`config.mk`:
```
export PLATFORM = sky130hd
export DESIGN_NAME = tcw_ctrl
export DESIGN_NICKNAME = d
export VERILOG_FILES = /design/src/hw/rtl/tcw_pkg.sv /design/src/hw/rtl/tcw_ctrl.sv
export SDC_FILE = /design/constraint.sdc
export NUM_CORES = 1
export LEC_CHECK = 0
export BUFFER_PORTS_ARGS = -buffer_cell sky130_fd_sc_hd__buf_2
export CAP_MARGIN = 20
export CORE_AREA = 2 2 39 41
export DETAILED_ROUTE_END_ITERATION = 6
export DIE_AREA = 0 0 41 43
export GPL_TIMING_DRIVEN = 1
export RECOVER_POWER = 25
export SKIP_CTS_REPAIR_TIMING = 1
export SYNTH_ARGS = -nofsm -noshare
export SYNTH_HDL_FRONTEND = slang
export SYNTH_SLANG_ARGS = --single-unit
export TNS_END_PERCENT = 50
```
`constraint.sdc`:
```
create_clock -name clk -period 2.5 [get_ports clk]
set_clock_uncertainty 0.2 [all_clocks]
set_input_delay 0.125 -clock clk [delete_from_list [all_inputs] [get_ports clk]]
set_output_delay 0.125 -clock clk [all_outputs]
set_load 0.05 [all_outputs]
```
`src/hw/rtl/tcw_pkg.sv`:
```
// Shared types and constants for the text console writer.
package tcw_pkg;

  localparam logic [1:0] OP_PUT   = 2'd0;
  localparam logic [1:0] OP_READ  = 2'd1;
  localparam logic [1:0] OP_CLEAR = 2'd2;

  localparam logic [7:0] NEWLINE_CODE = 8'd10;
  localparam logic [7:0] SPACE_CODE   = 8'd32;
  localparam logic [7:0] ATTR_RESET   = 8'h0f;

  typedef struct packed {
    logic [1:0]  operation;
    logic [7:0]  character;
    logic [10:0] cell_index;
  } in_item_t;

  typedef struct packed {
    logic [15:0] cell_value;
    logic [4:0]  cursor_row;
    logic [6:0]  cursor_col;
    logic        scrolled;
  } out_item_t;

  typedef struct packed {
    logic put;          // apply a put: cell write and cursor advance
    logic clear;        // home the cursor
    logic read_start;   // issue a cell read at cell_index
    logic sweep_start;  // rewind the buffer sweep
    logic sweep_copy;   // sweep shifts rows up (scroll) instead of blanking all
    logic sweep_step;   // advance the sweep by one cell
    logic out_load;     // load the result register
    logic out_read;     // result carries the read cell
    logic out_sweep;    // result carries the scroll flag of the sweep
  } tcw_cmd_t;

  typedef struct packed {
    logic [1:0] op;
    logic       put_scroll;
    logic       read_ok;
    logic       sweep_last;
  } tcw_status_t;

endpackage

```
`src/hw/rtl/tcw_ctrl.sv`:
```
// Controller: operation sequencing and the result valid flag.
module tcw_ctrl (
  input  logic                 clk,
  input  logic                 rst,
  input  logic                 in_valid,
  output logic                 in_stall,
  output logic                 out_valid,
  input  logic                 out_stall,
  input  tcw_pkg::tcw_status_t st,
  output tcw_pkg::tcw_cmd_t    cmd
);

  typedef enum logic [3:0] {
    S_IDLE  = 4'b0001,
    S_READ  = 4'b0010,
    S_SWEEP = 4'b0100,
    S_DRAIN = 4'b1000
  } state_t;

  state_t state, state_next;
  logic   accept;
  logic   out_valid_next;

  always_comb begin
    in_stall   = !((state == S_IDLE) && (!out_valid || !out_stall));
    accept     = in_valid && !in_stall;
    cmd        = '0;
    state_next = state;
    case (state)
      S_IDLE: begin
        if (accept) begin
          case (st.op)
            tcw_pkg::OP_PUT: begin
              cmd.put = 1'b1;
              if (st.put_scroll) begin
                cmd.sweep_start = 1'b1;
                cmd.sweep_copy  = 1'b1;
                state_next      = S_SWEEP;
              end else begin
                cmd.out_load = 1'b1;
              end
            end
            tcw_pkg::OP_READ: begin
              if (st.read_ok) begin
                cmd.read_start = 1'b1;
                state_next     = S_READ;
              end else begin
                cmd.out_load = 1'b1;
              end
            end
            tcw_pkg::OP_CLEAR: begin
              cmd.clear       = 1'b1;
              cmd.sweep_start = 1'b1;
              state_next      = S_SWEEP;
            end
            default: begin
              cmd.out_load = 1'b1;
            end
          endcase
        end
      end
      S_READ: begin
        cmd.out_load = 1'b1;
        cmd.out_read = 1'b1;
        state_next   = S_IDLE;
      end
      S_SWEEP: begin
        cmd.sweep_step = 1'b1;
        if (st.sweep_last) begin
          state_next = S_DRAIN;
        end
      end
      S_DRAIN: begin
        // last delayed write lands this cycle
        cmd.out_load  = 1'b1;
        cmd.out_sweep = 1'b1;
        state_next    = S_IDLE;
      end
      default: begin
        state_next = S_IDLE;
      end
    endcase
    if (cmd.out_load) begin
      out_valid_next = 1'b1;
    end else begin
      out_valid_next = out_valid && out_stall;
    end
  end

  always_ff @(posedge clk) begin
    if (rst) begin
      state     <= S_IDLE;
      out_valid <= 1'b0;
    end else begin
      state     <= state_next;
      out_valid <= out_valid_next;
    end
  end

endmodule

```
==> results of run 1 <==
==> logic make-up after synthesis <==
kind of cell / Yosys count / share of synthesized area, %
simple gates: 26 / 41.7
compound gates: 9 / 16.7
flops: 5 / 23.0
fa+ha+maj: 4 / 11.5
buf+inv: 3 / 2.59
xor+xnor: 1 / 2.01
mux: 1 / 2.59
==> flip-flops by register name, indices dropped and copies added, names as in the netlist <==
name / flops
state: 4
out_valid: 1
==> area by class of cell <==
| class | instances | area share [%] |
|---|---|---|
| multi-input combinational | 41 | 53.3 |
| clock buffer | 4 | 4.38 |
| tap | 16 | 3.33 |
| sequential | 5 | 16.7 |
| timing repair buffer | 22 | 20.4 |
| inverter | 3 | 1.88 |
==> metal layers <==
| metal | up-vias | global-route usage, % | part of all wire (%) |
|---|---|---|---|
| met4 | 0 | 12.0 | 0 |
| li1 | 234 | - | - |
| met2 | 6 | 19.1 | 53 |
| met1 | 196 | 11.9 | 44 |
| met5 | - | 0 | 0 |
| met3 | 0 | 1.57 | 2.3 |
==> power groups by stage <==
| stage | combinational [uW] | clock (uW) | sequential (uW) |
|---|---|---|---|
| 6_report | 107 | 93.6 | 90.9 |
| 5_1_grt | 116 | 104 | 91.6 |
| 4_1_cts | 104 | 98.6 | 91.1 |
| 3_5_place_dp | 104 | 0 | 92.6 |
| 3_3_place_gp | 104 | 0 | 92.4 |
| 2_1_floorplan | 74.1 | 0 | 95.4 |
==> per-stage QoR <==
step           total power [uW]  cell area [sq um]  utilization, %  hold slack [ns]  cells
2_1_floorplan               169                435               -         -0.00875     49
3_3_place_gp                196                551            39.8            0.178     84
3_5_place_dp                196                551            39.8            0.170     84
4_1_cts                     294                577            41.7          -0.0819     88
5_1_grt                     312                601            43.4           0.0550     91
6_report                    291                601            43.4          0.00744     91
==> layout by cell type, fill, tap and decap left out, types with 2 or more instances in the layout <==
cell type       n
and3_1          4
ha_1            4
a21oi_1         2
clkbuf_1        3
nand2b_1        3
nor2b_1         3
nand3_1         2
inv_1           3
nor3b_1         2
nor4b_1         2
dfxtp_1         5
buf_2          17
clkbuf_4        3
o311ai_0        2
nand2_1         3
dlygate4sd3_1   3
==> path summary, 6_finish.rpt <==
kind / start / end / depth (start not counted)
worst min-delay path: in_valid / out_valid / 3
worst max register to register: state[2] / state[2] / 3
worst max-delay path: state[1] / cmd[6] / 4
worst min register to register: out_valid / out_valid / 2
==> worst min-delay path, delay by kind of cell <==
| family | cells | cell delay, ns |
|---|---|---|
| AOI/OAI and AO/OA | 2 | 0.17 |
| buffers and inverters | 1 | 0.10 |
==> synth_stat cells <==
| master | number | area share, % |
|---|---|---|
| nor4b_1 | 2 | 4.0 |
| nand4_1 | 1 | 1.4 |
| nand2b_1 | 3 | 4.3 |
| inv_1 | 3 | 2.6 |
| and3_1 | 4 | 5.7 |
| ha_1 | 4 | 11 |
| or2_0 | 1 | 1.4 |
| o311ai_0 | 2 | 4.0 |
| a31oi_1 | 1 | 1.4 |
| a221oi_2 | 1 | 3.4 |
| nor2_1 | 1 | 0.86 |
| dfxtp_1 | 5 | 23 |
| nor3b_1 | 2 | 3.4 |
| or4b_4 | 1 | 3.2 |
| nor2b_1 | 3 | 4.3 |
| a21oi_1 | 2 | 2.3 |
| a21o_2 | 1 | 2.0 |
| and2_1 | 1 | 1.4 |
| nor3_1 | 1 | 1.1 |
| nand2_1 | 3 | 2.6 |
| nor4b_4 | 1 | 5.5 |
| mux2_2 | 1 | 2.6 |
| nand3_1 | 2 | 2.3 |
| o211ai_1 | 1 | 1.7 |
| a21boi_0 | 1 | 1.7 |
| xor2_1 | 1 | 2.0 |
==> reports/metrics.cfg, run 1 <==
[finish]
num_antenna_cells = 0
finalNetCount = 89
drive_above_1_share_pct = 32.0
seq_area_sq_um = 100
area_delta_synth_final_pct = 37.9
num-fill-cells = 154
multi_input_area_sq_um = 320

[timing]
rsz0062_at_grt = false
slew_violations = 0
final.setup.worst_slack_ns = 0.393
tns_ns = 0
worst_slew_pin_slew_ns = 0.583
slew_headroom_pct = 60.8
fmax_mhz = 475
hold_viol_final = 0
setup_viol = 0
min_period_over_period_pct = 84.3
period_needed_ns = 2.11

[setup_path]
cp_cell_sequence = nor4b_4 > and2_1 > and3_1 > buf_2
worstSetupPathType = flip-flop to output pin
cp-end-kind = output pin
cp_slowest_cell = nor4b_4
max_stage_delay_ns = 0.52
cp.arrival_ns = 1.78
startpoint_type = flip-flop
cp_max_fo = 9
cp.buffers_inverters = 1
required_ns = 2.17
rrSetupSlack_ns = 0.76
crit_family = simple AND/OR/NAND/NOR gates

[detailed_routing]
post_drt_wl_per_cell_um = 10.6
wl_um = 962
dr.pass1.iters = 2
first_iter_violations = 3
route.detailed.drc = 0
via_count = 436
avgViaCountPerCell = 4.79
ant_nets = 0

[worst_hold_path]
hold_path_class = input port to flip-flop

[power]
switching_share_pct = 37.1
p_int_uw = 183
seq_power_share_pct = 31.2
vdd_drop_max_mv = 0.167
clkPwrFrac_pct = 32.2
p_switching_uw = 108
combPwrFrac_pct = 36.6
powerDensity_nw_per_um2 = 485
p_leak_uw = 0.000304

[placed_design]
numPortBuffers = 19
place_congestion = 0.768
dpl_worst_slack_ns = 0.635
dpl.hpwl_um = 750

[synthesis]
synth_fp_nets = 62
synth_cell_type_count = 26
ys_ff_latch = 5
synth.avg_cell_area_sq_um = 8.89
synth_warnings = 0
yosysSeqAreaShare_pct = 23.0
netlist_area_sq_um = 435
syn_inst = 49

[global_route]
grt_max_degree = 10
overflow = 0
gr-usage-all-layers_pct = 11.9
antenna_found_initial = 0
grt_pass1_wl_mm = 1.38
grt_pass1_vias = 372

[cts]
cts_tree = built
clock_latency_ns = 0.24
cts_buffers = 3
cts_root_buffer = clkbuf_4
h-tree-depth = 1
cts_num_sinks = 5
cts.clk_slew.worst_paths_ns = 0.05
cts.path.max_buffers = 2

[run_status]
status = finished, final reports clean

[job]
max-cap-violations = 0

[floorplanning]
initial_core_util_pct = 31.5
die_w_um = 41
core-area_sq_um = 1380
die_h_um = 43
num_rows = 14
num_io_pins = 20
die-area_sq_um = 1760

Power figures use the tool's default switching activity.
==> run 2, diff against run 1 <==
clock period = 1.8 ns   (was 2.5 ns; I/O delays follow)
==> run 2 against run 1 <==
Effect of this change:
- final cell count up 1.1%
- sequential share of layout area down 1.2 points
- via count up 6.9%
- non-clock buffer count up 1
- sequential power up 42%
- core utilization up 5.0 points
- worst hold slack worse by 0.0041 ns
==> reports/metrics.cfg, run 2 (synthesis results as in run 1) <==
[run_status]
status = finished, final reports clean

[global_route]
grt_pass1_wl_mm = 1.46  ; +5.9%
grt_pass1_vias = 371  ; -0.27%
antenna_found_initial = 0  ; unchanged
grt_max_degree = 9  ; -1
gr-usage-all-layers_pct = 12.3  ; +0.33 points
overflow = 0  ; unchanged

[finish]
num-fill-cells = 144  ; -6.5%
regMostFlops = state
finalInstanceArea_sq_um = 669  ; +11%
most-common-layout-cells = buf_2, clkbuf_4, and3_1, ha_1, buf_6
finalNetCount = 90  ; +1.1%
num_antenna_cells = 0  ; unchanged
drive_above_1_share_pct = 44.7  ; +13 points
mostFrequentLayoutCell = buf_2
area_delta_synth_final_pct = 53.7
largest_reg_flops = 4  ; unchanged
top_regs = state x4, out_valid x1
final_util_pct = 48.4  ; +5.0 points

[cts]
cts_buffers = 3  ; unchanged
cts.clk_slew.worst_paths_ns = 0.04  ; about the same
clock_latency_ns = 0.24  ; about the same
h-tree-depth = 1  ; unchanged
cts_root_buffer = clkbuf_4
cts.path.max_buffers = 2  ; unchanged
cts_num_sinks = 5  ; unchanged
cts_tree = built

[floorplanning]
die-area_sq_um = 1760  ; unchanged
num_rows = 14  ; unchanged
num_io_pins = 20  ; unchanged
initial_core_util_pct = 31.5  ; unchanged
core-area_sq_um = 1380  ; unchanged
die_w_um = 41  ; unchanged
die_h_um = 43  ; unchanged

[timing]
final.setup.worst_slack_ns = 0.0629  ; -0.330 ns
setup_viol = 0  ; unchanged
period_needed_ns = 1.74
min_period_over_period_pct = 96.5
slew_headroom_pct = 60.9  ; +0.10 points
fmax_mhz = 576
hold_viol_final = 0  ; unchanged
worst_slew_pin_slew_ns = 0.589  ; +0.00620 ns
slew_violations = 0  ; unchanged
hold_slack_ns = 0.00336  ; -0.00408 ns
rsz0062_at_grt = true

[setup_path]
cp_max_fo = 8  ; -1
required_ns = 1.51  ; -0.66 ns
cp.arrival_ns = 1.45  ; -0.33 ns
r2r-end = state[2]
r2r-start = state[2]
max_stage_delay_ns = 0.35  ; -0.17 ns
rrSetupSlack_ns = 0.14  ; -0.62 ns
cp_cell_sequence = nor4b_4 > buf_6 > and3_1 > buf_4
startpoint_type = flip-flop
cp-end-kind = output pin
cp_slowest_cell = dfxtp_2
worstSetupPathType = flip-flop to output pin
rr_worst_depth = 3  ; unchanged

[job]
max-cap-violations = 0  ; unchanged

[worst_hold_path]
hold_path_class = input port to flip-flop
hold_path_end = out_valid
hold_depth = 3  ; unchanged
hp-start = in_valid

[detailed_routing]
wl_mm = 1.06  ; +10%
post_drt_wl_per_cell_um = 11.5  ; +8.8%
avgViaCountPerCell = 5.07  ; +5.7%
dr.pass1.iters = 4  ; +2
first_iter_violations = 5  ; +2
ant_nets = 0  ; unchanged
via_count = 466  ; +6.9%
route.detailed.drc = 0  ; unchanged

[power]
p_leak_uw = 0.000327  ; +7.3%
powerDensity_nw_per_um2 = 642  ; +32%
clkPwrFrac_pct = 29.7  ; -2.5 points
combPwrFrac_pct = 40.3  ; +3.7 points
switching_share_pct = 36.1  ; -0.98 points
p_int_uw = 274  ; +50%
seq_power_share_pct = 30.0  ; -1.2 points
vdd_drop_max_mv = 0.239  ; +43%
p_switching_uw = 155  ; +44%

[placed_design]
dpl.hpwl_um = 791  ; +5.5%
place_congestion = 0.776  ; +0.98%
dpl_worst_slack_ns = 0.0805  ; -0.554 ns
dpl_cell_area_sq_um = 566  ; +2.7%
numPortBuffers = 19  ; unchanged

run 2: changes by cell type in the layout (fill, tap and decap cells not counted), sizes merged:
cell / delta
buf: -1
clkbuf: +2
run 2: cell type report:
class / instances / area (sq um) / area share (%)
clock buffer: 4 / 26.3 / 3.93
tap: 16 / 20.0 / 2.99
timing repair buffer: 23 / 164 / 24.5
inverter: 3 / 11.3 / 1.68
sequential: 5 / 104 / 15.5
multi-input combinational: 41 / 344 / 51.4
run 2: metrics by stage:
stage / setup TNS, ns / cells / power, uW
6_report: 0 / 92 / 430
3_3_place_gp: 0 / 85 / 280
3_5_place_dp: 0 / 85 / 281
5_1_grt: -0.00597 / 92 / 461
2_1_floorplan: -1.33 / 49 / 238
4_1_cts: -0.222 / 89 / 414
run 2: worst max-delay path: cells and delay by family, from the launching register on:
kind          cells  cell delay [ns]
flops             1             0.35
buf+inv           2             0.37
simple gates      2             0.49
run 2: worst max-delay path by stage:
| stage | startpoint | end | slack (ns) |
|---|---|---|---|
| after floorplan | state[1] | cmd[1] | -0.57 |
| final | state[2] | cmd[8] | 0.06 |
| after global placement | state[2] | state[2] | 0.08 |
| after global routing | out_valid | cmd[2] | -0.004 |
| after CTS | state[2] | cmd[3] | -0.06 |
| after detailed placement | state[2] | state[2] | 0.08 |
run 2: layer usage:
layer / share of wire [%] / track usage (%) / wire, um
met1: 44 / 14.2 / 464
met2: 53 / 19.7 / 562
met3: 2.9 / 1.57 / 31
met4: 0 / 8.00 / 0
met5: 0 / 0 / 0
run 2: power by group through the flow:
stage	registers [uW]	logic (uW)	clock network (uW)
floorplan	133	104	0
global route	130	187	144
global placement	129	151	0
finish	129	173	128
CTS	127	153	134
detailed placement	129	152	0
==> run 3, diff against run 2 <==
CTS_BUF_LIST = sky130_fd_sc_hd__clkbuf_2   (was not set)
CTS_CLUSTER_SIZE = 25   (was not set)
==> run 3 against run 2 <==
Effect of this change:
- global-route usage is the same
- via count decreased by 1.5%
- non-clock buffer count down 1
- largest cell class unchanged
- largest power group unchanged
- sequential power barely moved
- clock power is 19% lower
- combinational power decreased by 3%
- critical path type unchanged
- core utilization down 1.9 points
- worst hold slack got worse by 0.0032 ns
==> reports/metrics.cfg, run 3 (synthesis results as in run 1) <==
[run_status]
status = finished, final reports clean

[cts]
cts_tree = built
cts_buffers = 3  ; unchanged
h-tree-depth = 1  ; unchanged
cts_num_sinks = 5  ; unchanged
cts_root_buffer = clkbuf_2
clock_latency_ns = 0.21  ; -0.03 ns
cts.clk_slew.worst_paths_ns = 0.06  ; +0.02 ns
cts.path.max_buffers = 2  ; unchanged

[detailed_routing]
avgViaCountPerCell = 5.04  ; -0.42%
via_count = 459  ; -1.5%
wl_mm = 1.02  ; -3.5%
ant_nets = 0  ; unchanged
route.detailed.drc = 0  ; unchanged
first_iter_violations = 3  ; -2
dr.pass1.iters = 4  ; unchanged
post_drt_wl_per_cell_um = 11.2  ; -2.4%

[placed_design]
dpl.cell_count = 85  ; unchanged
place_congestion = 0.776  ; unchanged
dpl.hpwl_um = 791  ; unchanged
dpl_worst_slack_ns = 0.0805  ; unchanged
numPortBuffers = 19  ; unchanged
dpl_cell_area_sq_um = 566  ; unchanged

[timing]
final.setup.worst_slack_ns = 0.0726  ; +0.00974 ns
hold_viol_final = 0  ; unchanged
fmax_mhz = 579  ; +0.56%
setup_viol = 0  ; unchanged
slew_violations = 0  ; unchanged
min_period_over_period_pct = 96.0  ; -0.54 points
period_needed_ns = 1.73  ; -0.00974 ns
slew_headroom_pct = 60.9  ; about the same
worst_slew_pin_slew_ns = 0.589  ; -0.000235 ns

[floorplanning]
die-area_sq_um = 1760  ; unchanged
num_rows = 14  ; unchanged
die_w_um = 41  ; unchanged
core-area_sq_um = 1380  ; unchanged
die_h_um = 43  ; unchanged
initial_core_util_pct = 31.5  ; unchanged
num_io_pins = 20  ; unchanged

[setup_path]
cp.arrival_ns = 1.44  ; about the same
worstSetupPathType = flip-flop to output pin
cp_max_fo = 6  ; -2
startpoint = state[2]
cp-end-kind = output pin
required_ns = 1.51  ; about the same
r2r-start = state[2]
startpoint_type = flip-flop

[finish]
final_util_pct = 46.5  ; -1.9 points
num-fill-cells = 144  ; unchanged
finalInstanceArea_sq_um = 643  ; -3.9%
finalNonFillerCells = 91  ; -1.1%
num_antenna_cells = 0  ; unchanged
most-common-layout-cells = buf_2, clkbuf_2, and3_1, ha_1
area_delta_synth_final_pct = 47.7
top_regs = state x4, out_valid x1
finalNetCount = 89  ; -1.1%
mostFrequentLayoutCell = buf_2
drive_above_1_share_pct = 45.3  ; +0.60 points
regMostFlops = state
largest_reg_flops = 4  ; unchanged

[global_route]
antenna_found_initial = 0  ; unchanged
grt_pass1_vias = 371  ; unchanged
overflow = 0  ; unchanged
gr-usage-all-layers_pct = 12.3  ; unchanged
grt_pass1_wl_mm = 1.46  ; unchanged
grt_max_degree = 9  ; unchanged

[worst_hold_path]
hold_path_class = input port to flip-flop
hp-start = out_stall

[power]
powerDensity_nw_per_um2 = 623  ; -2.9%
vdd_drop_max_mv = 0.217  ; -9.4%
p_leak_uw = 0.000321  ; -1.6%
finalPower_uw = 401  ; -6.7%

[job]
max-cap-violations = 0  ; unchanged

## run 3: worst paths after layout
check	to	slack (ns)	cells after the start
worst max-delay path	cmd[6]	0.07	4
worst min-delay path	out_valid	0.0002	3
worst max register to register	state[2]	0.15	3
worst min register to register	out_valid	0.37	2
## run 3: layout make-up
type / count / area [sq um] / share of cell area [%]
Sequential cell: 5 / 104 / 16.1
Multi-Input combinational cell: 41 / 342 / 53.1
Timing Repair Buffer: 22 / 146 / 22.8
Inverter: 3 / 11.3 / 1.75
Tap cell: 16 / 20.0 / 3.11
Clock buffer: 4 / 20.0 / 3.11
## run 3: power by group
part           internal (uW)  switching (uW)
clock                   58.8            45.5
combinational           68.7            99.4
sequential               118            10.4
total                    245             155
## run 3: per-stage QoR
stage / TNS, ns / hold WS [ns]
floorplan: -1.33 / -0.0438
global placement: 0 / 0.139
detailed placement: 0 / 0.146
CTS: -0.139 / -0.0967
global route: -0.0112 / 0.00649
finish: 0 / 0.000151
## run 3: critical path: stages (launching register included)
cell and delay, ns:
dfxtp_2 0.36, nor4b_4 0.32, and2_4 0.20, and3_1 0.15, buf_4 0.19
## run 3: metal layers
metal,GRT usage [%],share of wire [%],up-vias
li1,-,-,237
met1,14.2,42,215
met2,19.7,55,7
met3,1.57,2.9,0
met4,8.00,0,0
met5,0,0,-
